[src/lqr_pkg.sv]
// Package for the LQR steering gain block: constants, types and fixed-point helpers.
// Used by lqr_alu, lqr_div and lqr_riccati_gain_steer; depends on nothing.
package lqr_pkg;

  localparam int FRAC_BITS  = 16;
  localparam int ITER_LIMIT = 1024;
  localparam int CAP_W      = 11;
  localparam int CNT_W      = $clog2(ITER_LIMIT + 1);

  localparam logic [31:0] THR_0_75 = 32'((64'd3 << FRAC_BITS) / 4);
  localparam logic [31:0] THR_1_2  = 32'(((64'd12 << FRAC_BITS) + 5) / 10);
  localparam logic [31:0] THR_1_75 = 32'((64'd7 << FRAC_BITS) / 4);
  localparam logic [31:0] THR_2    = 32'(64'd2 << FRAC_BITS);
  localparam logic [31:0] THR_2_5  = 32'((64'd5 << FRAC_BITS) / 2);
  localparam logic [31:0] THR_3    = 32'(64'd3 << FRAC_BITS);
  localparam logic [31:0] THR_3_5  = 32'((64'd7 << FRAC_BITS) / 2);

  // Register indexes.
  localparam logic [2:0] REG_Q0  = 3'd0;
  localparam logic [2:0] REG_Q1S = 3'd1;
  localparam logic [2:0] REG_R0S = 3'd2;
  localparam logic [2:0] REG_R1  = 3'd3;
  localparam logic [2:0] REG_DT  = 3'd4;
  localparam logic [2:0] REG_WB  = 3'd5;
  localparam logic [2:0] REG_TOL = 3'd6;
  localparam logic [2:0] REG_CAP = 3'd7;

  // ALU operation codes.
  typedef enum logic [2:0] {
    OP_MUL, OP_ADD, OP_SUB, OP_NEG, OP_ABS, OP_MAX
  } alu_op_e;

  typedef struct packed {
    logic        start;
    logic        neg;
    logic [31:0] num_mag;
    logic [31:0] den_mag;
    logic        den_zero;
    logic        num_zero;
    logic        num_pos;
  } div_req_t;

  function automatic logic signed [31:0] clamp32(input logic signed [65:0] x);
    if (x > 66'sd2147483647) return 32'sh7fffffff;
    if (x < -66'sd2147483648) return 32'sh80000000;
    return x[31:0];
  endfunction

  function automatic logic [31:0] band_weight(input logic [2:0] band, input logic is_q);
    logic [7:0] w;
    case (band)
      3'd0: w = is_q ? 8'd135 : 8'd70;
      3'd1: w = is_q ? 8'd115 : 8'd80;
      3'd2: w = is_q ? 8'd125 : 8'd80;
      3'd3: w = is_q ? 8'd120 : 8'd95;
      3'd4: w = is_q ? 8'd110 : 8'd120;
      3'd5: w = is_q ? 8'd95  : 8'd145;
      3'd6: w = is_q ? 8'd75  : 8'd175;
      default: w = is_q ? 8'd60 : 8'd200;
    endcase
    return clamp32(66'(w) << FRAC_BITS);
  endfunction

endpackage

[src/lqr_div.sv]
// Radix-2 restoring divider for rounded fixed-point quotients.
// Depends on lqr_pkg.
module lqr_div import lqr_pkg::*; (
  input  logic               clk_i,
  input  logic               rst_ni,
  input  div_req_t           req_i,
  output logic               busy_o,
  output logic signed [31:0] q_o
);
  localparam int NW = 32 + FRAC_BITS;
  logic [NW-1:0] num_q, num_d, quo_q, quo_d;
  logic [32:0]   rem_q, rem_d, trial;
  logic [5:0]    cnt_q, cnt_d;
  logic          busy_q, busy_d, neg_q;
  logic [31:0]   den_q;
  logic [NW:0]   qr;
  logic signed [31:0] res_q, res_d;
  logic          done;

  assign trial = {rem_q[31:0], num_q[NW-1]};
  assign done  = busy_q && (cnt_q == 6'(NW - 1));

  always_comb begin
    num_d  = num_q;
    quo_d  = quo_q;
    rem_d  = rem_q;
    cnt_d  = cnt_q;
    busy_d = busy_q;
    res_d  = res_q;
    qr     = '0;
    if (req_i.start) begin
      busy_d = 1'b1;
      num_d  = NW'({req_i.num_mag, {FRAC_BITS{1'b0}}}) + NW'(req_i.den_mag >> 1);
      rem_d  = '0;
      quo_d  = '0;
      cnt_d  = '0;
      if (req_i.den_zero) begin
        busy_d = 1'b0;
        res_d  = req_i.num_zero ? 32'sd0 : (req_i.num_pos ? 32'sh7fffffff : 32'sh80000000);
      end
    end else if (busy_q) begin
      num_d = num_q << 1;
      cnt_d = cnt_q + 6'd1;
      if (trial >= {1'b0, den_q}) begin
        rem_d = trial - {1'b0, den_q};
        quo_d = {quo_q[NW-2:0], 1'b1};
      end else begin
        rem_d = trial;
        quo_d = {quo_q[NW-2:0], 1'b0};
      end
      if (done) begin
        busy_d = 1'b0;
        qr = {1'b0, quo_d};
        res_d = neg_q ? clamp32(-66'($signed({1'b0, qr}))) : clamp32(66'($signed({1'b0, qr})));
      end
    end
  end

  always_ff @(posedge clk_i or negedge rst_ni) begin
    if (!rst_ni) begin
      busy_q <= 1'b0;
      cnt_q  <= '0;
    end else begin
      busy_q <= busy_d;
      cnt_q  <= cnt_d;
    end
  end

  always_ff @(posedge clk_i) begin
    num_q <= num_d;
    quo_q <= quo_d;
    rem_q <= rem_d;
    res_q <= res_d;
    if (req_i.start) begin
      den_q <= req_i.den_mag;
      neg_q <= req_i.neg;
    end
  end

  assign busy_o = busy_q;
  assign q_o    = res_q;
endmodule

[config.mk]
export PLATFORM = sky130hd
export DESIGN_NAME = lqr_div
export DESIGN_NICKNAME = d
export VERILOG_FILES = /design/src/lqr_pkg.sv /design/src/lqr_div.sv
export SDC_FILE = /design/constraint.sdc
export NUM_CORES = 1
export LEC_CHECK = 0
export BUFFER_PORTS_ARGS = -buffer_cell sky130_fd_sc_hd__buf_2
export CAP_MARGIN = 20
export CORE_AREA = 2 2 185 187
export DETAILED_ROUTE_END_ITERATION = 10
export DIE_AREA = 0 0 187 189
export PLACE_DENSITY = 0.53
export SLEW_MARGIN = 20
export SYNTH_ARGS = -nofsm -noshare
export SYNTH_HDL_FRONTEND = slang
export SYNTH_SLANG_ARGS = --single-unit
[constraint.sdc]
create_clock -name clk_i -period 5.72 [get_ports clk_i]
set_clock_uncertainty 0.1 [all_clocks]
set_input_delay 0.858 -clock clk_i [delete_from_list [all_inputs] [get_ports clk_i]]
set_output_delay 0.858 -clock clk_i [all_outputs]
set_load 0.005 [all_outputs]
==> results of run 1 <==
## layout make-up
cell class,count,area share
multi-input combinational,869,0.4522
sequential,199,0.3958
timing repair buffer,115,0.04948
tap,448,0.04304
clock buffer,20,0.03507
inverter,56,0.01614
clock inverter,12,0.008263
## state kept, by name, summed over array words and instances, names as in the netlist
signal,count
num_q,48
quo_q,47
den_q,32
q_o,32
rem_q,32
cnt_q,6
busy_o,1
neg_q,1
## metal layers
metal | vias up | global-route usage | share of wire
li1 | 4498 | - | -
met1 | 4142 | 0.2024 | 0.51
met2 | 162 | 0.2438 | 0.45
met3 | 19 | 0.02484 | 0.032
met4 | 0 | 0.04457 | 0.013
met5 | - | 0 | 0
## power by group through the flow
stage	Sequential, mW	Combinational, mW	Clock (mW)
6_report	1.79	1.56	1.17
3_3_place_gp	1.82	1.55	0
2_1_floorplan	1.79	1.23	0
4_1_cts	1.79	1.56	1.22
3_5_place_dp	1.82	1.55	0
5_1_grt	1.80	1.75	1.27
## logic make-up (layout without fill, tap and decap cells)
| family | count (synthesis) | count (layout) |
|---|---|---|
| buffers and inverters | 120 | 203 |
| XOR/XNOR | 61 | 61 |
| adder cells (fa/ha/maj) | 52 | 52 |
| AO/OA/AOI/OAI | 278 | 278 |
| flip-flops | 199 | 199 |
| AND/OR/NAND/NOR | 396 | 396 |
| multiplexers | 82 | 82 |
## critical path, cell delays in order, from the launching register on
cell,delay (ns)
edfxtp_1,0.33
inv_1,0.04
ha_1,0.34
a21o_1,0.22
a221oi_1,0.43
o2bb2ai_1,0.16
nor4_1,0.38
o21a_2,0.23
ha_1,0.23
nor4b_2,0.30
nand4_1,0.24
or4_1,0.61
nor2_2,0.14
a31oi_2,0.18
a21oi_2,0.63
buf_4,0.28
a211o_1,0.14
a211oi_2,0.06
## cells in the final DEF (no fill, tap or decap), types with 7 or more instances in the layout
master / n
nand4_1: 12
and2_1: 9
xnor2_1: 35
a211oi_1: 15
nand2b_1: 7
or3_1: 11
buf_2: 102
a21o_1: 17
o211ai_1: 14
dfxtp_1: 79
buf_4: 10
a311oi_1: 19
nand3_1: 39
edfxtp_1: 113
nor2_1: 145
and3_1: 13
clkbuf_16: 17
a21oi_1: 68
mux2i_1: 53
a31oi_1: 13
o21a_1: 16
nor4_1: 14
nor2b_1: 12
inv_1: 54
nor3_1: 30
ha_1: 50
mux2_2: 29
xor2_1: 26
nand2_1: 80
o21ai_0: 51
a21oi_2: 10
## path summary, 6_finish.rpt
| kind | endpoint | slack, ns |
|---|---|---|
| max in group asynchronous | busy_o | 5.20 |
| worst min register to register | rem_q[8] | 0.40 |
| min in group clk_i | rem_q[8] | 0.40 |
| worst max-delay path | q_o[19] | 0.42 |
| worst min-delay path | cnt_q[4] | 0.14 |
| worst max register to register | q_o[19] | 0.42 |
## repair_timing
action                                  CTS  global route
endpoints found under the hold margin     0             0
gates resized for setup                   0             1
endpoints found under the setup margin    0            23
==> metrics.yaml, run 1 <==
synth_seq_cells: 199
synth_xor_area_frac: 0.04641
synth_most_common_cell: "nor2_1"
power_frac_clock: 0.260
fillers: 3342
nNetsFinal: 1381
die-area_um2: 35340
die_width_um: 187
p_leak_nw: 5.302
drt_iter0_drc: 442
place.gp.congestion: 0.8013
synth_top_flop_cell: "edfxtp_1"
finalSetupTns_ns: 0
antenna_found_initial: 0
drtPass1Iterations: 7
clock-sinks: 199
hold_buffers: 0
io_pins: 104
final_cell_area_um2: 13020
die_h_um: 189
rows: 67
reg2regPathDepth: 17
path_class: "reg -> reg"
synth_cell_types: 74
synth_top_family_by_area: "compound AO/OA/AOI/OAI gates"
finalSetupViolCount: 0
grt_overflow: 0
multi_input_area_um2: 5889
setup_ws_ns: 0.4194
ys_warn_count: 0
finalCritPeriodShare: 0.9267
placed_cell_area_um2: 12420
place_ws_ns: 0.3631
syn_nets: 1311
synthMuxAreaShare: 0.07445
swShare: 0.3533
powerDensity_nw_per_um2: 346.7
cts_root_buffer: "clkbuf_16"
synth_compound_area_frac: 0.1698
clk_path_buf_depth: 2
drive_gt1_frac: 0.1692
final-seq-area_um2: 5154
power_switching_mw: 1.595
cts_inserted_buffers: 17
ys_async_sr_fraction: 0.03518
status: "finished, final reports clean"
placed_cells: 1686
slew_viol_final: 0
total_power_mw: 4.515
hold_viol_final: 0
layoutNonFillerInstCount: 1719
avgRoutedWirePerCell_um: 15.12
p_comb_frac: 0.345
hp-class: "in -> async"
cp.arrival_ns: 5.37
vdd_drop_max_uv: 215.4
synth-simple-area-share: 0.1624
clkSlewWorstSetupHoldPaths_ns: 0.07
critPathMaxFanout: 13
ys_top_cells_by_count: "nor2_1 (146), edfxtp_1 (113), nand2_1 (80), dfxtp_1 (79), a21oi_1 (68)"
end_kind: "flip-flop"
reg2reg_from: "den_q[10]"
tightest_slew_ns: 0.8813
critical_path_required_ns: 5.79
core_um2: 33280
synth.area.top_cells: "edfxtp_1 (29%), dfxtp_1 (14%), ha_1 (5.4%)"
grt_pass1_vias: 8693
syn_inst: 1188
cts_tree: "done"
max_freq_mhz: 188.7
vias: 8821
critPathLaunchType: "flip-flop"
clk_latency_ns: 0.44
diodes: 0
grt_usage: 0.1490
p_seq_frac: 0.396
start_util: 0.3459
final_antenna_net_count: 0
synth-adder-area-share: 0.05782
h-tree-depth: 4
final_util: 0.3913
portBuffers: 103
grt_pass1_wl_um: 43500
drv_cap: 0
slew_headroom: 0.4124
p_int_mw: 2.920
synth_edf_count: 113
synth_seq_area_share: 0.4473
viasPerCell: 5.131
syn2layout_area_growth_pct: 13.12
syn_avg_cell_area_um2: 9.690
grt_max_degree: 150
hpwl_um: 17900
drt-total-wl_um: 26000
drc: 0
layout_min_cycle_time_ns: 5.301
holdWs_ns: 0.1424
synth.largest_area_cell: "edfxtp_1"
crit_start: "den_q[10]"
post_cts_buffers: 0
synth_area_um2: 11510
synth_top_area_share: 0.2948
Power figures use the tool's default switching activity.
==> run 2: changes to the inputs <==
CORE_AREA = 2 2 148 150   (was 2 2 185 187)
DIE_AREA = 0 0 150 152   (was 0 0 187 189)
PLACE_DENSITY = 0.77   (was 0.53)
==> run 2 against run 1 <==
Compared with the run above:
- critical path depth unchanged
- flip-flop and latch count unchanged
- setup slack got worse by 0.072 ns
- largest cell class unchanged
- sequential share of layout area grew 0.70 points
- cell area is 1.7% lower
- hold slack improved by 0.0034 ns
- routed wire length fell by 8.1%
- non-clock buffer count unchanged
- via count up 1.4%
- count of clock-buffer cells in the layout shrank 1
==> metrics.yaml, run 2 (same netlist as run 1, synthesis figures left out) <==
status: "finished, final reports clean"
drt_iter0_drc: 586  # +33%
drt-total-wl_um: 23880  # -8.1%
antenna_found_initial: 0  # unchanged
syn2layout_area_growth_pct: 11.15
r2r_slack_ns: 0.35  # -0.07 ns
timing.rr.end: "q_o[14]"
final-seq-area_um2: 5154  # unchanged
layout_commonest_cell: "nor2_1"
portBuffers: 103  # unchanged
cts_inserted_buffers: 17  # unchanged
vdd_drop_max_uv: 174.0  # -19%
drc: 0  # unchanged
clk_latency_ns: 0.43  # about the same
grt_use_met1: 0.2949  # +0.09246
cts_tree: "done"
powerDensity_nw_per_um2: 351.4  # +1.4%
critPathMaxFanout: 24  # +11
finalSetupViolCount: 0  # unchanged
grt_max_degree: 97  # -35%
diodes: 0  # unchanged
critPathLaunchType: "flip-flop"
cp.arrival_ns: 5.43  # +0.06 ns
h-tree-depth: 4  # unchanged
multi_input_area_um2: 5883  # -0.11%
cts.repair.resized: 0  # unchanged
rows: 54  # -19%
grt_busiest_layer: "met2"
final_antenna_net_count: 0  # unchanged
viasPerCell: 5.767  # +12%
grt_usage: 0.2128  # +0.06380
finalSetupTns_ns: 0  # unchanged
rsz0062_at_grt: "false"
die_width_um: 150  # -20%
top_regs: "num_q (48), quo_q (47)"
critical_path_required_ns: 5.78  # about the same
largest_register_ffs: 48  # unchanged
max_freq_mhz: 186.1  # -1.3%
avgRoutedWirePerCell_um: 15.40  # +1.8%
setup_ws_ns: 0.3472  # -0.07215 ns
largest-register: "num_q"
reg2reg_from: "den_q[12]"
drv_cap: 0  # unchanged
layoutNonFillerInstCount: 1551  # -9.8%
fillers: 1846  # -45%
hold_buffers: 0  # unchanged
clkSlewWorstSetupHoldPaths_ns: 0.07  # about the same
tightest_slew_ns: 1.039  # +0.1578 ns
slew_headroom: 0.3065  # -0.1059
hp-class: "in -> async"
layout_min_cycle_time_ns: 5.373  # +0.07215 ns
post_cts_buffers: 0  # unchanged
final_cell_mix: "nor2_1 (145), edfxtp_1 (113), buf_2 (102)"
io_pins: 104  # unchanged
hpwl_um: 16200  # -9.5%
hold_viol_final: 0  # unchanged
start_util: 0.5392  # +0.1933
finalCritPeriodShare: 0.9393  # +0.01261
vias: 8945  # +1.4%
reg2regPathDepth: 17  # unchanged
nNetsFinal: 1381  # unchanged
clock-sinks: 199  # unchanged
use_met2: 0.3444  # +0.1006
grt_overflow: 0  # unchanged
drtPass1Iterations: 5  # -2
die_h_um: 152  # -20%
path_class: "reg -> reg"
place.gp.congestion: 0.8792  # +9.7%
p_leak_nw: 5.293  # -0.16%
place_ws_ns: 0.4032  # +0.04005 ns
cts_root_buffer: "clkbuf_16"
clk_path_buf_depth: 2  # unchanged
drive_gt1_frac: 0.1668  # -0.002360
end_kind: "flip-flop"
placed_cells: 1518  # -10%
core_um2: 21350  # -36%
grt_pass1_wl_um: 40100  # -7.8%
slew_viol_final: 0  # unchanged
die-area_um2: 22800  # -35%
grtUsageMet3: 0.03033  # +0.005493
grt_pass1_vias: 8401  # -3.4%
-- run 2: changes by cell type in the layout (fill, tap and decap cells not counted), sizes merged --
cell | before | now
bufinv | 0 | 1
clkinv | 4 | 7
clkbuf | 20 | 19
inv | 62 | 59
-- run 2: critical path, cell delays in order (launching register included) --
cell	delay [ns]
edfxtp_1	0.35
inv_1	0.05
ha_1	0.35
and3_1	0.20
a221oi_1	0.47
o2bb2ai_1	0.16
nor4_1	0.37
o21a_2	0.21
ha_1	0.23
nor4b_1	0.37
nand4_1	0.23
or4_1	0.60
nor2_2	0.15
a31oi_2	0.18
a21o_1	0.32
nor3_4	0.43
buf_12	0.25
a21oi_1	0.08
-- run 2: layout make-up --
| type | count | share of cell area |
|---|---|---|
| Sequential cell | 199 | 0.4028 |
| Clock inverter | 13 | 0.009387 |
| Tap cell | 280 | 0.02738 |
| Timing Repair Buffer | 115 | 0.05036 |
| Inverter | 56 | 0.01652 |
| Clock buffer | 19 | 0.03383 |
| Multi-Input combinational cell | 869 | 0.4598 |
-- run 2: power breakdown --
part           switching, mW  internal [mW]
registers             0.0821           1.70
clock network          0.540          0.606
logic                  0.937          0.632
total                   1.56           2.94
-- run 2: worst max-delay path by stage --
| stage | from | endpoint |
|---|---|---|
| after global placement | den_q[10] | q_o[23] |
| after global routing | den_q[12] | q_o[14] |
| after detailed placement | den_q[12] | q_o[14] |
| final | den_q[12] | q_o[14] |
| after floorplan | den_q[10] | q_o[15] |
| after CTS | den_q[12] | q_o[14] |
-- run 2: layer usage --
metal / wire [um] / vias to the layer above
li1: - / 4484
met1: 11360 / 4177
met2: 11100 / 252
met3: 1057 / 32
met4: 358 / 0
met5: 0 / -
-- run 2: metrics by stage --
stage	area (um2)	hold slack (ns)	util	total power [mW]
6_report	12800	0.1458	0.5993	4.497
5_1_grt	12800	0.1394	0.5993	4.775
4_1_cts	12770	0.1324	0.5980	4.511
3_5_place_dp	12210	0.3883	0.5721	3.354
3_3_place_gp	12210	0.3810	0.5721	3.321
2_1_floorplan	11510	0.3608	-	3.012
